<file path="config.mk">
export PLATFORM = sky130hd
export DESIGN_NAME = npm_front
export DESIGN_NICKNAME = d
export VERILOG_FILES = /design/src/rtl/core/npm_pkg.sv /design/src/rtl/core/npm_front.sv
export SDC_FILE = /design/constraint.sdc
export NUM_CORES = 1
export LEC_CHECK = 0
export BUFFER_PORTS_ARGS = -buffer_cell sky130_fd_sc_hd__buf_2
export CORE_ASPECT_RATIO = 1.2
export CORE_MARGIN = 2
export CORE_UTILIZATION = 36
export CTS_BUF_LIST = sky130_fd_sc_hd__clkbuf_8
export DETAILED_ROUTE_END_ITERATION = 6
export PLACE_DENSITY = 0.9
export SLEW_MARGIN = 15
export SYNTH_ARGS = -nofsm -noshare
export SYNTH_HDL_FRONTEND = slang
export SYNTH_SLANG_ARGS = --single-unit
</file>
<file path="constraint.sdc">
create_clock -name clk -period 1.5 [get_ports clk]
set_input_delay 0.075 -clock clk [delete_from_list [all_inputs] [get_ports clk]]
set_output_delay 0.075 -clock clk [all_outputs]
set_load 0.01 [all_outputs]
</file>
<file path="src/rtl/core/npm_pkg.sv">
package npm_pkg;

	// Table size and the widths that follow from it.
	localparam int MAX_POINTS = 1024;
	localparam int IDX_W = $clog2(MAX_POINTS);
	localparam int CNT_W = $clog2(MAX_POINTS + 1);

	// Fixed field widths.
	localparam int COORD_W = 16;
	localparam int REQ_W = 2;
	localparam int MATCH_W = 10;
	localparam int RADIUS_W = 34;
	localparam int SQ_W = 2 * COORD_W;
	localparam int DIST_W = SQ_W + 1;
	localparam int WORD_W = 2 * COORD_W;

	// Configuration port.
	localparam int PADDR_W = 4;
	localparam int PDATA_W = 64;
	localparam logic REG_RADIUS = 1'b0;

	// Request codes.
	localparam logic [REQ_W-1:0] REQ_CLEAR = 2'd0;
	localparam logic [REQ_W-1:0] REQ_APPEND = 2'd1;
	localparam logic [REQ_W-1:0] REQ_QUERY = 2'd2;

	// Queue between the front and the back.
	localparam int QUEUE_DEPTH = 4;
	localparam int QPTR_W = $clog2(QUEUE_DEPTH);

	typedef enum logic {
		OP_APPEND,
		OP_QUERY
	} op_kind_t;

	// One queued operation; arg is the write address of an append or the
	// number of stored points seen by a query.
	typedef struct packed {
		op_kind_t kind;
		logic signed [COORD_W-1:0] x;
		logic signed [COORD_W-1:0] y;
		logic [CNT_W-1:0] arg;
	} op_t;

	typedef enum logic [1:0] {
		B_IDLE,
		B_SCAN,
		B_DRAIN,
		B_DONE
	} back_state_t;

	// Magnitude of the difference of two coordinates.
	function automatic logic [COORD_W-1:0] abs_diff(logic [COORD_W-1:0] a,
		logic [COORD_W-1:0] b);
		logic [COORD_W:0] d;
		logic [COORD_W:0] n;
		d = {a[COORD_W-1], a} - {b[COORD_W-1], b};
		n = -d;
		return d[COORD_W] ? n[COORD_W-1:0] : d[COORD_W-1:0];
	endfunction

endpackage

</file>
<file path="src/rtl/core/npm_front.sv">
module npm_front (
	input logic clk,
	input logic arst_n,
	input logic push,
	input logic [npm_pkg::REQ_W-1:0] req_type,
	input logic signed [npm_pkg::COORD_W-1:0] point_x,
	input logic signed [npm_pkg::COORD_W-1:0] point_y,
	input logic queue_full,
	output logic full,
	output logic enq_valid,
	output npm_pkg::op_t enq_op
);
	import npm_pkg::*;

	localparam logic [CNT_W-1:0] MAX_COUNT = CNT_W'(MAX_POINTS);

	logic [CNT_W-1:0] count_q;
	logic accept;

	assign full = queue_full;
	assign accept = push && !queue_full;

	// Classify the item: clears are handled here, appends to a full table and
	// unused codes are dropped, the rest go to the back.
	always_comb begin
		enq_valid = 1'b0;
		enq_op.kind = OP_QUERY;
		enq_op.x = point_x;
		enq_op.y = point_y;
		enq_op.arg = count_q;
		case (req_type)
			REQ_APPEND: begin
				enq_op.kind = OP_APPEND;
				enq_valid = accept && (count_q != MAX_COUNT);
			end
			REQ_QUERY: begin
				enq_valid = accept;
			end
			default: begin
				enq_valid = 1'b0;
			end
		endcase
	end

	// Number of stored points as seen by later items.
	always_ff @(posedge clk or negedge arst_n) begin
		if (!arst_n) begin
			count_q <= '0;
		end else if (accept) begin
			if (req_type == REQ_CLEAR) begin
				count_q <= '0;
			end else if (req_type == REQ_APPEND && count_q != MAX_COUNT) begin
				count_q <= count_q + 1'b1;
			end
		end
	end

endmodule

</file>
[After elaboration in Yosys (flattened, before gate mapping)]
Index checks and enable logic that the tools add are counted.
Widths: inputs -> output; s select.
Word-level totals
  word-level logic and storage cells: 16
  bits of input ports: 38
  output and inout bits: 46
  register bits: 11
Operators by class
  equality and inequality tests: 3
  reductions and logical operators: 7
  $add $sub $neg: 1
  mux-type cells: 4
Operator list (number)
  $mux 11: 2
  $add 11x1->11 const B: 1
  $ne 11x11->1 const B: 1
  $logic_and 1x1->1: 3
  $eq 2x1->1 const B: 1
  $eq 2x2->1 const B: 1
  $logic_not 2->1: 1
  $pmux 1 s2: 1
  $reduce_and 2->1: 1
  $reduce_bool 2->1: 1
  $logic_not 1->1: 1
  $mux 1: 1

[Longest topological paths before layout]
Gate-level depths: netlist of run 1.
  word-level depth: 4
  gate-level depth with buffers: 8
  depth with buffers taken out: 6

[Least setup slack after synthesis of run 1]
Ideal clock, no wire load.
  path type: reg-to-output
  from: reg count_q[0]
  to: out enq_valid
  buffers on the path: 0
  data required time: 1.425 ns
  slack: -0.075 ns
  arrival time: 1.500 ns
  stages on the path, launching flop included: 7
  cell sequence: dfrtp_1 -> inv_1 -> ha_1 -> nor4b_1 -> a31oi_1 -> nor2_1 -> nor3b_1
On the way
  cells in the longest elaborated chain, start to end: 3
Ends and longest elaborated chain
  from (decl): line npm_front.sv:17  | logic [CNT_W-1:0] count_q;
  from (signal assigned): line npm_front.sv:53  | count_q <= count_q + 1'b1;
  $ne 11x11->1: line npm_front.sv:34  | enq_valid = accept && (count_q != MAX_COUNT);
  $logic_and 1x1->1: line npm_front.sv:34
  $pmux 1 s2: line npm_front.sv:31  | case (req_type)
  to (decl): line npm_front.sv:10  | output logic enq_valid,
Every way passes these cells.

[Worst setup path after layout of run 1]
Same ends and word-level chain as after synthesis.

==> metrics.csv, run 1 <==
stage,metric,value,unit
clock_network,CTS Buf Count,3,
die,DIE HEIGHT,62.1,um
global_route,first-pass GRT wire length,3.50,mm
final_layout,Layout area overhead,14.3,%
clock_network,clk_lat worst skew,240,ps
worst_setup_path,crit path max fanout,2,
die,num ports,84,
die,area of the core,2730,um^2
sta,setup ws final,-119,ps
worst_setup_path,critical path type,flop to output pin,
die,die area,3250,um^2
final_layout,FF+latch area,277,um^2
clock_network,CTS root buf,clkbuf_8,
run_status,failing checks,setup timing,
sta,Final Setup Violations,3,
final_layout,layout cells sized above 1,48.3,%
power_and_ir_drop,Power Density,764,nW/um^2
synth,number of enable flip-flop cells after synthesis,0,
sta,"Hold Vio Cnt, Final",0,
routing,Routed Antenna Nets,0,
synth,Synth top cells by count,"buf_4 (34), dfrtp_1 (11), o21ai_0 (10), o31ai_1 (7)",
worst_setup_path,CP Capture Type,output pin,
clock_network,H-tree levels,1,
sta,Final Max Slew Viols,0,
die,Initial Utilization,37.0,%
flow_run,maxcap violations,0,
clock_network,clk slew on worst S/H paths,50,ps
power_and_ir_drop,"Power, Total",884,uW
sta,Max-slew headroom,80.1,%
routing,DRC Markers,0,
sta,Tcrit/Tclk final,108,%
worst_setup_path,worst path required time,1420,ps
synth,Post-Syn Area,1010,um^2
worst_setup_path,worst-path cell chain,"inv_2, ha_4, nor4b_4, a31oi_4, nor2_2, nor3b_2, buf_2",
final_layout,Largest regs,count_q x11,
run_status,status,finished with violations,
die,die width,52.4,um
global_route,antenna violations before repair,0,
power_and_ir_drop,leakage power,0.000539,uW
global_route,largest net degree at the start of global routing,13,
synth,Synthesis Warnings,0,
clock_network,CTS tree,done,
routing,Detailed Route Iter0 Violations,19,
final_layout,"Net count, final",164,
synth,post-synth cell types,31,
synth,Mean Syn Cell Area,8.58,um^2
routing,DRT Wirelength,2.36,mm
synth,#FFs+latches synth,11,
placement,post-DP HPWL,1.56,mm
worst_setup_path,slowest library cell on the worst path,dfrtp_2,
sta,crit path time final,1620,ps
sta,Peak Freq,618,MHz
sta,Worst Tran Pin Value,298,ps
clock_network,CTS sink cnt,11,
global_route,global route overflow,0,
final_layout,Filler cells,273,
routing,Vias/cell,5.22,
clock_network,CTS Buffer Depth,2,
synth,ys flop type,dfrtp_1,
synth,area share of the largest cell type after synthesis,27.2,%
final_layout,post-route insts no fill,154,
sta,Setup TNS,-311,ps
synth,Yosys top cell by area,dfrtp_1,
worst_setup_path,CP Data Arrival Time,1540,ps
final_layout,Multi-input gate area,538,um^2
final_layout,Top reg by flops,count_q,
placement,gpl congestion,0.786,
synth,async set-reset flop share out of synthesis,100,%
power_and_ir_drop,worst vdd ir,0.397,mV
global_route,total track usage,15.2,%
synth,"Seq/Total Area, Yosys",27.2,%
die,Core Rows,21,
placement,Placed Cells,146,
worst_hold_path,worst hold path class,input pin to output pin,
worst_setup_path,CP max stage delay,410,ps
worst_setup_path,Critical Path Start Type,flop,
final_layout,n_diodes,0,
routing,number of vias in the routed layout,804,
sta,unrepaired setup endpoints after global routing,true,
routing,1st-pass router iterations,4,
global_route,vias in the first global route,784,
synth,Cells after Synth,118,
sta,Setup Skew,1.37,ps
synth,"count leader, synth",buf_4,
placement,port bufs,19,
synth,"Net Count, Synth",161,
routing,DR WL/cell,15.3,um
synth,"top cells by area, synth","dfrtp_1 (27%), buf_4 (25%), ha_1 (6.2%), o31ai_1 (5.2%), o21ai_0 (4.9%)",
final_layout,max FFs per register,11,
-- layout by cell type, fill, tap and decap left out, types with 2 or more instances in the layout --
master / instances
buf_2: 19
buf_4: 16
dfrtp_1: 10
o21ai_0: 9
o31ai_1: 7
nand2_1: 5
inv_1: 4
a31oi_1: 4
nand3_1: 4
nor2_1: 3
ha_1: 3
clkbuf_8: 3
inv_2: 2
and4_4: 2
a21oi_1: 2
ha_4: 2
-- power breakdown --
| part | total (uW) | switching [uW] | internal (uW) |
|---|---|---|---|
| clock network | 294 | 114 | 180 |
| logic | 262 | 136 | 126 |
| registers | 328 | 14.2 | 314 |
-- final cells by class --
type	count	share of cell area (%)
multi-input combinational	63	46.5
sequential	11	23.9
timing repair buffer	37	20.4
tap	34	3.68
clock buffer	3	3.57
inverter	5	1.62
clock inverter	1	0.324
-- per-layer routing --
metal	vias to the layer above	global-route usage [%]	wire (um)
met5	-	0	0
met4	0	7.33	48
met3	10	5.02	199
met2	36	28.0	1240
met1	372	15.5	874
li1	386	-	-
-- worst max-delay path: cells and delay by family (launching register included) --
kind                       cells  cell delay (ps)
AOI/OAI and AO/OA              1              140
adders and majority gates      1              120
buffers and inverters          2              200
DFF                            1              410
and+or+nand+nor                3              430
-- cells by family after synthesis --
family                   synth area share [%]
adder cells (fa/ha/maj)                  6.18
buffers and inverters                    29.9
flip-flops                               27.2
AND/OR/NAND/NOR                          17.6
AO/OA/AOI/OAI                            19.2
-- worst paths after layout --
check	from	cells past startpoint	to	slack, ps
setup / recovery	count_q[0]	7	enq_valid	-120
hold / removal	point_y[4]	0	enq_op[15]	150
setup reg to reg	count_q[0]	8	count_q[0]	-100
hold reg to reg	count_q[8]	1	count_q[8]	530
max in group asynchronous	arst_n	2	count_q[0]	1040
min in group asynchronous	arst_n	2	count_q[8]	240
-- metrics by stage --
step	setup WS [ps]	util, %	cell area (um^2)	hold slack (ps)
CTS	-86.4	40.7	1110	150
finish	-119	42.4	1160	150
floorplan	6.81	-	1020	-221
detailed placement	-34.8	35.8	977	-42.0
global route	-194	42.4	1160	150
global placement	14.5	35.8	977	-47.1
-- timing repair --
item | CTS | global route
buffers inserted | 4 | 3
endpoints found under the hold margin | 11 | 0
setup endpoints to repair | 2 | 8
resized for setup | 11 | 10
hold buffers | 1 | 0
pin swaps | 4 | 6
(Power assumes the default switching activity.)
==> run 2, diff against run 1 <==
--- a/config.mk
+++ b/config.mk
@@ -11,6 +11,7 @@
 export CORE_UTILIZATION = 36
 export CTS_BUF_LIST = sky130_fd_sc_hd__clkbuf_8
 export DETAILED_ROUTE_END_ITERATION = 6
+export GPL_TIMING_DRIVEN = 0
 export PLACE_DENSITY = 0.9
 export SLEW_MARGIN = 15
 export SYNTH_ARGS = -nofsm -noshare
==> run 2 against run 1 <==
The flow still finishes with violations (setup timing). Sequential power increased by 4%. Clock power about the same. Count of clock-buffer cells in the layout unchanged. Critical path type unchanged. Largest cell class is now buffers.
==> metrics.csv, run 2 (synthesis gave the netlist of run 1 again) <==
stage,metric,value,unit,change
worst_setup_path,"reg-to-reg slack, setup",0,ps,+100 ps
die,DIE HEIGHT,62.1,um,unchanged
sta,crit path time final,1660,ps,+38.1 ps
placement,dpl ws,-185,ps,-150 ps
placement,port bufs,51,,+32
run_status,failing checks,setup timing,,
die,die area,3250,um^2,unchanged
global_route,global route overflow,0,,unchanged
flow_run,maxcap violations,0,,unchanged
routing,DRT Wirelength,2.56,mm,+8.5%
worst_setup_path,CP Data Arrival Time,1580,ps,+40 ps
clock_network,CTS Buf Count,3,,unchanged
sta,Setup TNS,-160,ps,+151 ps
die,num ports,84,,unchanged
routing,Vias/cell,4.94,,-5.4%
routing,1st-pass router iterations,4,,unchanged
power_and_ir_drop,leakage power,0.000769,uW,+43%
clock_network,CTS sink cnt,11,,unchanged
die,die width,52.4,um,unchanged
placement,Placed Cells,203,,+39%
global_route,total track usage,15.6,%,+0.39 points
sta,setup ws final,-157,ps,-38.1 ps
die,Core Rows,21,,unchanged
worst_setup_path,crit path max fanout,3,,+1
routing,DRC Markers,0,,unchanged
routing,DR WL/cell,12.1,um,-21%
power_and_ir_drop,Power Density,658,nW/um^2,-14%
routing,number of vias in the routed layout,1047,,+30%
final_layout,"commonest non-fill, non-tap cell in the layout",buf_2,,
run_status,status,finished with violations,,
clock_network,clk slew on worst S/H paths,50,ps,about the same
sta,Peak Freq,603,MHz,-2.3%
final_layout,Largest regs,count_q x11,,
sta,unrepaired setup endpoints after global routing,true,,
final_layout,"Net count, final",222,,+35%
sta,Setup Skew,1.29,ps,-0.0765 ps
routing,Detailed Route Iter0 Violations,9,,-10
global_route,antenna violations before repair,0,,unchanged
sta,Worst Tran Pin Value,451,ps,+153 ps
die,area of the core,2730,um^2,unchanged
sta,Tcrit/Tclk final,110,%,+2.5 points
routing,Routed Antenna Nets,0,,unchanged
clock_network,CTS root buf,clkbuf_8,,
worst_setup_path,CP Capture Type,output pin,,
sta,Final Max Slew Viols,0,,unchanged
final_layout,most frequent cells in the layout,"buf_2 (53), buf_4 (38), o21ai_0 (10), dfrtp_1 (9), o31ai_1 (7)",,
clock_network,CTS tree,done,,
clock_network,CTS Buffer Depth,2,,unchanged
final_layout,Top reg by flops,count_q,,
power_and_ir_drop,worst vdd ir,0.473,mV,+19%
sta,Max-slew headroom,69.9,%,-10 points
worst_setup_path,worst-path cell chain,"inv_2, ha_4, nor4b_4, a31oi_4, nor2_2, nor3b_2, buf_2",,
worst_setup_path,slowest library cell on the worst path,dfrtp_2,,
power_and_ir_drop,Flop pwr share,35.1,%,-2.0 points
worst_hold_path,worst hold path class,input pin to flop,,
final_layout,max FFs per register,11,,unchanged
global_route,first-pass GRT wire length,3.73,mm,+6.5%
final_layout,layout cells sized above 1,62.9,%,+15 points
final_layout,n_diodes,0,,unchanged
worst_setup_path,Critical Path Start Type,flop,,
worst_setup_path,CP max stage delay,410,ps,about the same
worst_setup_path,worst path required time,1420,ps,about the same
global_route,vias in the first global route,865,,+10%
placement,post-DP HPWL,1.78,mm,+15%
power_and_ir_drop,combinational cell fraction of total power,34.3,%,+4.6 points
power_and_ir_drop,switching power total,294,uW,+11%
die,Initial Utilization,37.0,%,unchanged
global_route,largest net degree at the start of global routing,12,,-1
clock_network,clk_lat worst skew,240,ps,about the same
worst_setup_path,critical path type,flop to output pin,,
final_layout,post-route insts no fill,212,,+38%
placement,gpl congestion,0.803,,+2.3%
clock_network,H-tree levels,1,,unchanged
sta,Final Setup Violations,2,,-1
power_and_ir_drop,Clock power frac,30.6,%,-2.6 points
power_and_ir_drop,Internal Power,675,uW,+8.7%
sta,"Hold Vio Cnt, Final",0,,unchanged
power_and_ir_drop,sw frac,30.4,%,+0.52 points
final_layout,Layout area overhead,45.5,%,
run 2: what timing repair did:
action	in CTS	in global routing
pin swaps	4	6
endpoints found under the setup margin	3	9
setup buffers	3	1
resized for setup	11	4
hold buffers	1	0
hold endpoints to repair	11	0
run 2: area by class of cell:
class / instances / area (um^2)
plain buffers: 39 / 284
clock buffers: 3 / 41.3
clock inverters: 1 / 3.75
fillers: 274 / 1260
inverters: 5 / 18.8
multi-input cells: 63 / 509
flip-flops and latches: 11 / 278
well taps: 34 / 42.5
repair buffers: 56 / 295
run 2: worst paths after layout:
kind / start / end / cells past startpoint
max in group asynchronous: arst_n / count_q[2] / 2
min: push / count_q[4] / 4
max reg2reg: count_q[0] / count_q[0] / 7
max: count_q[0] / enq_valid / 7
min in group asynchronous: arst_n / count_q[3] / 2
min reg2reg: count_q[10] / count_q[10] / 1
run 2: layer usage:
layer / vias up / GRT usage, % / share of wire, %
li1: 504 / - / -
met5: - / 0 / 0
met3: 5 / 1.91 / 10
met2: 66 / 29.5 / 52
met4: 0 / 8.79 / 2.2
met1: 472 / 16.8 / 35
run 2: worst max-delay path: cells and delay by family, from the launching register on:
family / cells / cell delay [ps]
and+or+nand+nor: 3 / 420
DFF: 1 / 410
buffers and inverters: 2 / 230
AOI/OAI and AO/OA: 1 / 150
adders and majority gates: 1 / 130
run 2: power by group through the flow:
stage / combinational (uW) / clock (uW) / sequential [uW]
after detailed placement: 266 / 0 / 348
after global placement: 260 / 0 / 347
after CTS: 331 / 302 / 336
after floorplan: 168 / 0 / 348
after global routing: 365 / 311 / 342
final: 332 / 296 / 340
run 2: through the flow:
step / instance area [um^2] / hold slack [ps] / util [%] / total power [uW]
6_report: 1470 / 195 / 53.9 / 969
5_1_grt: 1470 / 243 / 53.9 / 1020
4_1_cts: 1450 / 199 / 53.2 / 969
3_5_place_dp: 1320 / -43.9 / 48.2 / 614
3_3_place_gp: 1320 / -45.0 / 48.2 / 606
2_1_floorplan: 1020 / -221 / - / 516
