==> src/rtl/core/npm_pkg.sv <==
package npm_pkg;

	// Table size and the widths that follow from it.
	localparam int MAX_POINTS = 1024;
	localparam int IDX_W = $clog2(MAX_POINTS);
	localparam int CNT_W = $clog2(MAX_POINTS + 1);

	// Fixed field widths.
	localparam int COORD_W = 16;
	localparam int REQ_W = 2;
	localparam int MATCH_W = 10;
	localparam int RADIUS_W = 34;
	localparam int SQ_W = 2 * COORD_W;
	localparam int DIST_W = SQ_W + 1;
	localparam int WORD_W = 2 * COORD_W;

	// Configuration port.
	localparam int PADDR_W = 4;
	localparam int PDATA_W = 64;
	localparam logic REG_RADIUS = 1'b0;

	// Request codes.
	localparam logic [REQ_W-1:0] REQ_CLEAR = 2'd0;
	localparam logic [REQ_W-1:0] REQ_APPEND = 2'd1;
	localparam logic [REQ_W-1:0] REQ_QUERY = 2'd2;

	// Queue between the front and the back.
	localparam int QUEUE_DEPTH = 4;
	localparam int QPTR_W = $clog2(QUEUE_DEPTH);

	typedef enum logic {
		OP_APPEND,
		OP_QUERY
	} op_kind_t;

	// One queued operation; arg is the write address of an append or the
	// number of stored points seen by a query.
	typedef struct packed {
		op_kind_t kind;
		logic signed [COORD_W-1:0] x;
		logic signed [COORD_W-1:0] y;
		logic [CNT_W-1:0] arg;
	} op_t;

	typedef enum logic [1:0] {
		B_IDLE,
		B_SCAN,
		B_DRAIN,
		B_DONE
	} back_state_t;

	// Magnitude of the difference of two coordinates.
	function automatic logic [COORD_W-1:0] abs_diff(logic [COORD_W-1:0] a,
		logic [COORD_W-1:0] b);
		logic [COORD_W:0] d;
		logic [COORD_W:0] n;
		d = {a[COORD_W-1], a} - {b[COORD_W-1], b};
		n = -d;
		return d[COORD_W] ? n[COORD_W-1:0] : d[COORD_W-1:0];
	endfunction

endpackage

==> src/rtl/core/npm_queue.sv <==
module npm_queue (
	input logic clk,
	input logic arst_n,
	input logic enq_valid,
	input npm_pkg::op_t enq_op,
	output logic full,
	output logic deq_valid,
	output npm_pkg::op_t deq_op,
	input logic deq_ready
);
	import npm_pkg::*;

	op_t entries_q [QUEUE_DEPTH];
	logic [QPTR_W-1:0] wr_ptr_q;
	logic [QPTR_W-1:0] rd_ptr_q;
	logic [QPTR_W:0] count_q;

	assign full = (count_q == (QPTR_W + 1)'(QUEUE_DEPTH));
	assign deq_valid = (count_q != '0);
	assign deq_op = entries_q[rd_ptr_q];

	// Pointers and fill level.
	always_ff @(posedge clk or negedge arst_n) begin
		if (!arst_n) begin
			wr_ptr_q <= '0;
			rd_ptr_q <= '0;
			count_q <= '0;
		end else begin
			if (enq_valid) begin
				wr_ptr_q <= wr_ptr_q + 1'b1;
			end
			if (deq_ready) begin
				rd_ptr_q <= rd_ptr_q + 1'b1;
			end
			if (enq_valid && !deq_ready) begin
				count_q <= count_q + 1'b1;
			end else if (!enq_valid && deq_ready) begin
				count_q <= count_q - 1'b1;
			end
		end
	end

	// Entry storage.
	always_ff @(posedge clk) begin
		if (enq_valid) begin
			entries_q[wr_ptr_q] <= enq_op;
		end
	end

`ifndef SYNTHESIS
	a_no_overflow: assert property (@(posedge clk) disable iff (!arst_n)
		enq_valid |-> !full)
		else $error("queue written while full");

	a_no_underflow: assert property (@(posedge clk) disable iff (!arst_n)
		deq_ready |-> deq_valid)
		else $error("queue read while empty");
`endif

endmodule

==> config.mk <==
export PLATFORM = sky130hd
export DESIGN_NAME = npm_queue
export DESIGN_NICKNAME = d
export VERILOG_FILES = /design/src/rtl/core/npm_pkg.sv /design/src/rtl/core/npm_queue.sv
export SDC_FILE = /design/constraint.sdc
export NUM_CORES = 1
export LEC_CHECK = 0
export ABC_CLOCK_PERIOD_IN_PS = 2650
export BUFFER_PORTS_ARGS = -buffer_cell sky130_fd_sc_hd__buf_2
export CORE_MARGIN = 1.5
export CORE_UTILIZATION = 55
export CTS_BUF_LIST = sky130_fd_sc_hd__clkbuf_4 sky130_fd_sc_hd__clkbuf_8
export DETAILED_ROUTE_END_ITERATION = 12
export PLACE_DENSITY_LB_ADDON = 0.3
export SYNTH_ARGS = -nofsm -noshare
export SYNTH_HDL_FRONTEND = slang
export SYNTH_SLANG_ARGS = --single-unit
==> constraint.sdc <==
create_clock -name clk -period 2.65 [get_ports clk]
set_input_delay 0.1325 -clock clk [delete_from_list [all_inputs] [get_ports clk]]
set_output_delay 0.1325 -clock clk [all_outputs]
set_load 0.005 [all_outputs]
Yosys cells after proc, flatten, opt, wreduce, memory -nomap -nowiden
Memories as Yosys holds them, arrays and structs flattened.
Cells that the tools add are included.
W data, S select, Z words.
{"block": "op_classes", "addsub": 4, "n_eq_ne": 1, "muxes": 4, "n_reduce_logical": 6}
{"operator": "$mux W3", "n": 2}
{"operator": "$add A2 B1 Y2 const B", "n": 2}
{"operator": "$add A3 B1 Y3 const B", "n": 1}
{"operator": "$eq A3 B3 Y1 const B", "n": 1}
{"operator": "$reduce_bool A3 Y1", "n": 1}
{"operator": "$sub A3 B1 Y3 const B", "n": 1}
{"operator": "$logic_and A1 B1 Y1", "n": 2}
{"operator": "$logic_not A1 Y1", "n": 2}
{"operator": "$mux W1", "n": 2}
{"operator": "$reduce_bool A2 Y1", "n": 1}
{"block": "totals", "reg_bits": 7, "mem_bits_rw": 176, "inputBits": 48, "output_inout_bits": 46, "wordCells": 19, "memories": 1}
{"name": "entries_q", "words": 4, "word_bits": 44, "rd": 1, "rd_clocked_by_memory_dff": 0, "write_ports": 1, "line_no": "npm_queue.sv:13", "text": "op_t entries_q [QUEUE_DEPTH];"}

Logic depth before layout (Yosys ltp)
Gate-level depths: netlist of the first run.
{"block": "logic_depth", "depth_word": 4, "ltp_mapped": 7, "ltp_nobuf": 7}

Least setup slack after synthesis of the first run
No wires, ideal clock.
{"block": "synth_timing", "path_type": "register -> register", "from": "register wr_ptr_q[0]", "to": "memory entries_q[2][0] (netlist bit), enable pin", "setup_ps": 406, "arrival_time_ps": 1673, "required_time_ps": 2244, "slack_ps": 571, "stages_incl_launch_ff": 4, "path_buffers": 0, "synth_period_minus_slack_ps": 2079, "cell_sequence": "dfrtp_1 -> inv_1 -> ha_1 -> and2_1"}
{"element": "start, declared", "line_no": "npm_queue.sv:14", "text": "logic [QPTR_W-1:0] wr_ptr_q;"}
{"element": "start signal, assigned", "line_no": "npm_queue.sv:30", "text": "wr_ptr_q <= wr_ptr_q + 1'b1;"}
{"element": "end, declared", "line_no": "npm_queue.sv:13"}
No word-level cell before the write port.

==> flow_metrics.env, run 1 <==
export IMPL_outcome="finished clean"
export IMPL_nets=480
export IMPL_multi_input_area_um2=1220
export IMPL_grt_pass1_wl_um=17970
export IMPL_worstSkewPairLatency_ns=0.45
export IMPL_post_cts_buffers=0
export IMPL_synth_largest_area_cell="edfxtp_1"
export IMPL_grt_max_degree=28
export IMPL_root_buffer="clkbuf_8"
export IMPL_synth_top_cell_area_share_pct=77.65
export IMPL_place_area_um2=7473
export IMPL_register_area_um2=5465
export IMPL_antenna_left=0
export IMPL_cts_tree="done"
export IMPL_clk_pin_slew_worst_paths_ns=0.08
export IMPL_die_y_um=114.2
export IMPL_min_path_type="input pin to asynchronous set/reset pin"
export IMPL_start_kind="register"
export IMPL_pin_count=94
export IMPL_min_period_over_period_pct=89.45
export IMPL_finalCriticalPeriod_ns=2.371
export IMPL_first_pass_iters=5
export IMPL_vias_per_cell=5.211
export IMPL_fmax_mhz=421.9
export IMPL_core_um2=12060
export IMPL_dieWidth_um=114.2
export IMPL_syn_nets=318
export IMPL_p_sw_share_pct=27.08
export IMPL_area_growth_pct=22.68
export IMPL_synth_avg_cell_area_um2=25.78
export IMPL_p_clk_share_pct=22.9
export IMPL_synth_seq_cells=183
export IMPL_rsz0062_at_grt="false"
export IMPL_cts_htree_levels=4
export IMPL_fin_skew_ns=0.008653
export IMPL_final_area_um2=8351
export IMPL_place_ws_ns=0.7326
export IMPL_io_buffers=93
export IMPL_worst_endpoint_required_ns=2.52
export IMPL_drive_above_1_share_pct=41.69
export IMPL_p_comb_share_pct=26.7
export IMPL_synth_cells=264
export IMPL_synth_area_leaders="edfxtp_1, mux4_2, dfrtp_1"
export IMPL_n_antenna_cell=0
export IMPL_total_power_mw=8.159
export IMPL_internal_power_mw=5.950
export IMPL_timing_max_cap_violations=0
export IMPL_cts_resized=0
export IMPL_setup_violations_final=0
export IMPL_final_fill_count=745
export IMPL_gr_usage_all_layers_pct=19.51
export IMPL_report_final_hold_viol_count=0
export IMPL_drv_slew=0
export IMPL_yosys_warnings=0
export IMPL_synth_seq_area_share_pct=80.22
export IMPL_vias=3163
export IMPL_drtIter0Drc=218
export IMPL_wire_per_inst_um=18.81
export IMPL_leakagePower_nw=2.948
export IMPL_cts_path_max_buffers=2
export IMPL_antenna_found_initial=0
export IMPL_gp_routability_congestion=0.6846
export IMPL_cts_inserted_buffers=17
export IMPL_pwr_share_seq_pct=50.4
export IMPL_p_sw_mw=2.209
export IMPL_crit_fanout=27
export IMPL_grt_pass1_vias=3367
export IMPL_synth_area_um2=6807
export IMPL_cellPowerDensity_nw_per_um2=977.1
export IMPL_hpwl_um=6877
export IMPL_endpoint_kind="output port"
export IMPL_setup_slack_ns=0.2795
export IMPL_whs_ns=0.05301
export IMPL_floorplan_initialDensity_pct=56.43
export IMPL_worst_pin_slew_ns=0.5717
export IMPL_slew_limit_headroom_pct=61.89
export IMPL_rows=40
export IMPL_ys_types=19
export IMPL_drc=0
export IMPL_path_class="register to output port"
export IMPL_arrival_ns=2.24
export IMPL_wl_um=11420
export IMPL_fp_dieArea_um2=13050
export IMPL_grt_overflow=0
export IMPL_setup_tns_ns=0
export IMPL_ir_drop_v=0.0006766
export IMPL_clock_sinks=183
==> power by group through the flow <==
stage | clock network (mW) | registers (mW) | logic, mW
after global routing | 2.03 | 4.18 | 2.37
after floorplan | 0 | 3.96 | 1.59
final | 1.87 | 4.11 | 2.18
after detailed placement | 0 | 4.20 | 2.16
after CTS | 1.92 | 4.13 | 2.23
after global placement | 0 | 4.16 | 2.15
==> path summary, 6_finish.rpt <==
check	startpoint	endpoint	slack (ns)	cells after the start
min in group clk	enq_op[11]	entries_q[1][11]	0.43	2
setup / recovery	rd_ptr_q[0]	deq_op[43]	0.28	3
hold reg to reg	count_q[2]	count_q[2]	0.48	1
setup reg to reg	wr_ptr_q[0]	entries_q[2][35]	1.07	4
max in group asynchronous	arst_n	rd_ptr_q[0]	2.42	2
hold / removal	arst_n	rd_ptr_q[0]	0.05	2
==> layout make-up <==
cell class / instances / share of cell area (%)
Sequential cell: 183 / 65.45
Clock inverter: 12 / 1.798
Multi-Input combinational cell: 67 / 14.61
Timing Repair Buffer: 153 / 12.38
Inverter: 4 / 0.1798
Clock buffer: 20 / 3.072
Tap cell: 168 / 2.517
==> cell families after synthesis <==
kind of cell               share of synthesized area, %
DFF                                               80.22
AOI/OAI and AO/OA                               0.07346
adders and majority gates                         1.213
muxes                                             15.06
buffers and inverters                             1.930
and+or+nand+nor                                  0.7353
xor gates and xnor gates                         0.7721
==> state kept, by name, summed over array words and instances, names as in the netlist <==
register	count
rd_ptr_q	2
wr_ptr_q	2
count_q	3
entries_q	176
==> synthesized netlist by cell type <==
| cell | instances |
|---|---|
| mux4_2 | 38 |
| buf_2 | 5 |
| mux2_2 | 1 |
| o21ai_0 | 1 |
| ha_1 | 5 |
| nand2_1 | 2 |
| fa_1 | 1 |
| mux4_1 | 6 |
| xnor2_1 | 2 |
| xor2_1 | 4 |
| nor3b_1 | 1 |
| or3_1 | 1 |
| edfxtp_1 | 176 |
| dfrtp_1 | 7 |
| nor2_1 | 1 |
| buf_12 | 4 |
| buf_6 | 1 |
| inv_1 | 4 |
| and2_1 | 4 |
==> per-layer routing <==
layer | track usage, % | vias up | routed length [um]
li1 | - | 1442 | -
met1 | 23.55 | 1608 | 4586
met2 | 32.45 | 97 | 5918
met3 | 6.723 | 16 | 708
met4 | 8.250 | 0 | 205
met5 | 0 | - | 0
==> cells in the final DEF (no fill, tap or decap), types with 2 or more instances in the layout <==
cell type and n:
bufinv_16 3, and2_2 4, edfxtp_1 176, inv_1 4, clkinv_2 4, dlygate4sd3_1 47, buf_2 93, xor2_1 4
xnor2_1 2, clkbuf_8 17, ha_1 5, clkbuf_4 3, inv_6 2, buf_4 13, dfrtp_1 5, clkinvlp_4 3
nand2_1 2, mux4_2 38, mux4_1 6
==> critical path, cell delays in order, from the launching register on <==
cell and delay [ns]:
dfrtp_4 0.78, buf_4 0.30, mux4_1 0.57, buf_2 0.15
==> repair_timing <==
| action | 4_1_cts | 5_1_grt |
|---|---|---|
| hold endpoints to repair | 187 | 0 |
| hold buffers | 47 | 0 |
| endpoints found under the setup margin | 0 | 0 |
==> metrics by stage <==
step	cells	utilization (%)
6_report	607	69.23
3_5_place_dp	528	61.96
5_1_grt	607	69.23
3_3_place_gp	528	61.96
2_1_floorplan	264	-
4_1_cts	607	69.23
No activity file was read; power rests on OpenSTA's default activity.
==> inputs of run 2 (changes only) <==
--- a/config.mk
+++ b/config.mk
@@ -12,6 +12,7 @@
 export CTS_BUF_LIST = sky130_fd_sc_hd__clkbuf_4 sky130_fd_sc_hd__clkbuf_8
 export DETAILED_ROUTE_END_ITERATION = 12
 export PLACE_DENSITY_LB_ADDON = 0.3
+export REMOVE_ABC_BUFFERS = 1
 export SYNTH_ARGS = -nofsm -noshare
 export SYNTH_HDL_FRONTEND = slang
 export SYNTH_SLANG_ARGS = --single-unit
==> run 2 against run 1 <==
Effect of this change:
- global-route usage decreased by 0.33 points
- via count fell by 1.0%
- core utilization up 0.53 points
- clock power is 10% higher
- worst setup slack gained 0.068 ns
- register-to-register slack worse by 0.31 ns
- routed wire length rose by 0.95%
- critical path depth stayed put
- final cell count is 0.66% lower
- largest cell class unchanged
==> flow_metrics.env, run 2 (synthesis results as in run 1) <==
export IMPL_numPlacedInstances=523
export IMPL_cts_htree_levels=4
export IMPL_start_kind="register"
export IMPL_setup_violations_final=0
export IMPL_io_buffers=93
export IMPL_grt_pass1_wl_um=17680
export IMPL_path_class="register to output port"
export IMPL_pwr_share_seq_pct=48.8
export IMPL_antenna_found_initial=0
export IMPL_drive_above_1_share_pct=40.46
export IMPL_p_sw_mw=2.239
export IMPL_floorplan_initialDensity_pct=56.43
export IMPL_most_common_layout_cells="edfxtp_1, buf_2, dlygate4sd3_1"
export IMPL_area_growth_pct=23.62
export IMPL_hold_buffers=48
export IMPL_drc=0
export IMPL_leakagePower_nw=2.952
export IMPL_first_pass_iters=4
export IMPL_grt_max_degree=30
export IMPL_min_path_type="input pin to register"
export IMPL_fin_skew_ns=0.005381
export IMPL_hpwl_um=6835
export IMPL_largest_reg_flops=176
export IMPL_report_final_hold_viol_count=0
export IMPL_finalCriticalPeriod_ns=2.303
export IMPL_ir_drop_v=0.0005559
export IMPL_clock_sinks=183
export IMPL_place_area_um2=7486
export IMPL_cts_path_max_buffers=2
export IMPL_vias_per_cell=5.192
export IMPL_rows=40
export IMPL_grt_pass1_vias=3338
export IMPL_worstSkewPairLatency_ns=0.46
export IMPL_gp_routability_congestion=0.7218
export IMPL_cts_inserted_buffers=17
export IMPL_endpoint_kind="output port"
export IMPL_die_y_um=114.2
export IMPL_internal_power_mw=6.133
export IMPL_root_buffer="clkbuf_8"
export IMPL_drv_slew=0
export IMPL_final_area_um2=8414
export IMPL_clk_pin_slew_worst_paths_ns=0.09
export IMPL_cts_tree="done"
export IMPL_grt_overflow=0
export IMPL_timing_max_cap_violations=0
export IMPL_cts_resized=0
export IMPL_core_um2=12060
export IMPL_p_clk_share_pct=24.6
export IMPL_min_period_over_period_pct=86.89
export IMPL_antenna_left=0
export IMPL_vias=3131
export IMPL_nets=476
export IMPL_layout_cells_non_filler=603
export IMPL_wire_per_inst_um=19.11
export IMPL_postLayoutCoreUtil_pct=69.76
export IMPL_rsz0062_at_grt="false"
export IMPL_whs_ns=0.4204
export IMPL_regMostFlops="entries_q"
export IMPL_gr_usage_all_layers_pct=19.18
export IMPL_wl_um=11530
export IMPL_p_sw_share_pct=26.74
export IMPL_fp_dieArea_um2=13050
export IMPL_pin_count=94
export IMPL_arrival_ns=2.17
export IMPL_post_cts_buffers=0
export IMPL_cellPowerDensity_nw_per_um2=994.9
export IMPL_final_common_cell="edfxtp_1"
export IMPL_drtIter0Drc=204
export IMPL_n_antenna_cell=0
export IMPL_crit_fanout=26
export IMPL_top_regs="entries_q (176), count_q (3)"
export IMPL_setup_tns_ns=0
export IMPL_outcome="finished clean"
export IMPL_worst_pin_slew_ns=0.6435
export IMPL_slew_limit_headroom_pct=57.10
export IMPL_worst_endpoint_required_ns=2.52
export IMPL_dieWidth_um=114.2
export IMPL_fmax_mhz=434.3
export IMPL_p_comb_share_pct=26.6
[run 2: changes by cell type in the layout (fill, tap and decap cells not counted), sizes merged]
| cell | previous run | this run |
|---|---|---|
| inv | 6 | 4 |
| dlygate4sd3 | 47 | 48 |
| buf | 106 | 101 |
| clkbuf | 20 | 18 |
| clkinvlp | 3 | 4 |
| clkinv | 4 | 5 |
| bufinv | 3 | 5 |
[run 2: critical path, cell delays in order (launching register included)]
cell,delay (ns)
dfrtp_4,0.70
buf_12,0.29
mux4_1,0.57
buf_2,0.14
[run 2: metrics by stage]
stage	worst slack (ns)	total power, mW
after floorplan	0.009204	5.389
after global placement	0.7881	6.310
after detailed placement	0.7282	6.372
after CTS	0.2688	8.480
after global routing	0.2092	8.750
final	0.3474	8.372
[run 2: layout make-up]
cell class                 count  area (um2)
sequential                   183        5465
inverter                       4       15.01
timing repair buffer         149        1056
multi-input combinational     67        1220
tap                          168       210.2
clock inverter                14       206.4
fill                         758        3647
clock buffer                  18       241.5
[run 2: per-layer routing]
metal,track usage (%),share of wire (%),vias to the layer above
met5,0,0,-
met4,7.750,1.3,0
met3,5.294,4.1,18
met2,33.21,53,79
met1,23.02,42,1599
li1,-,-,1435
[run 2: worst paths after layout]
kind,depth (start not counted),endpoint,slack (ns),from
hold / removal,2,entries_q[1][3],0.42,enq_op[3]
setup / recovery,3,deq_op[42],0.35,rd_ptr_q[0]
min in group asynchronous,3,count_q[0],0.62,arst_n
hold reg to reg,1,count_q[2],0.49,count_q[2]
setup reg to reg,4,entries_q[0][41],0.76,wr_ptr_q[0]
max in group asynchronous,3,rd_ptr_q[0],1.76,arst_n
[run 2: power by group through the flow]
stage	registers [mW]	clock network, mW	logic, mW
2_1_floorplan	4.19	0	1.20
3_3_place_gp	4.12	0	2.19
3_5_place_dp	4.16	0	2.21
4_1_cts	4.10	2.11	2.27
5_1_grt	4.15	2.20	2.40
6_report	4.08	2.06	2.23
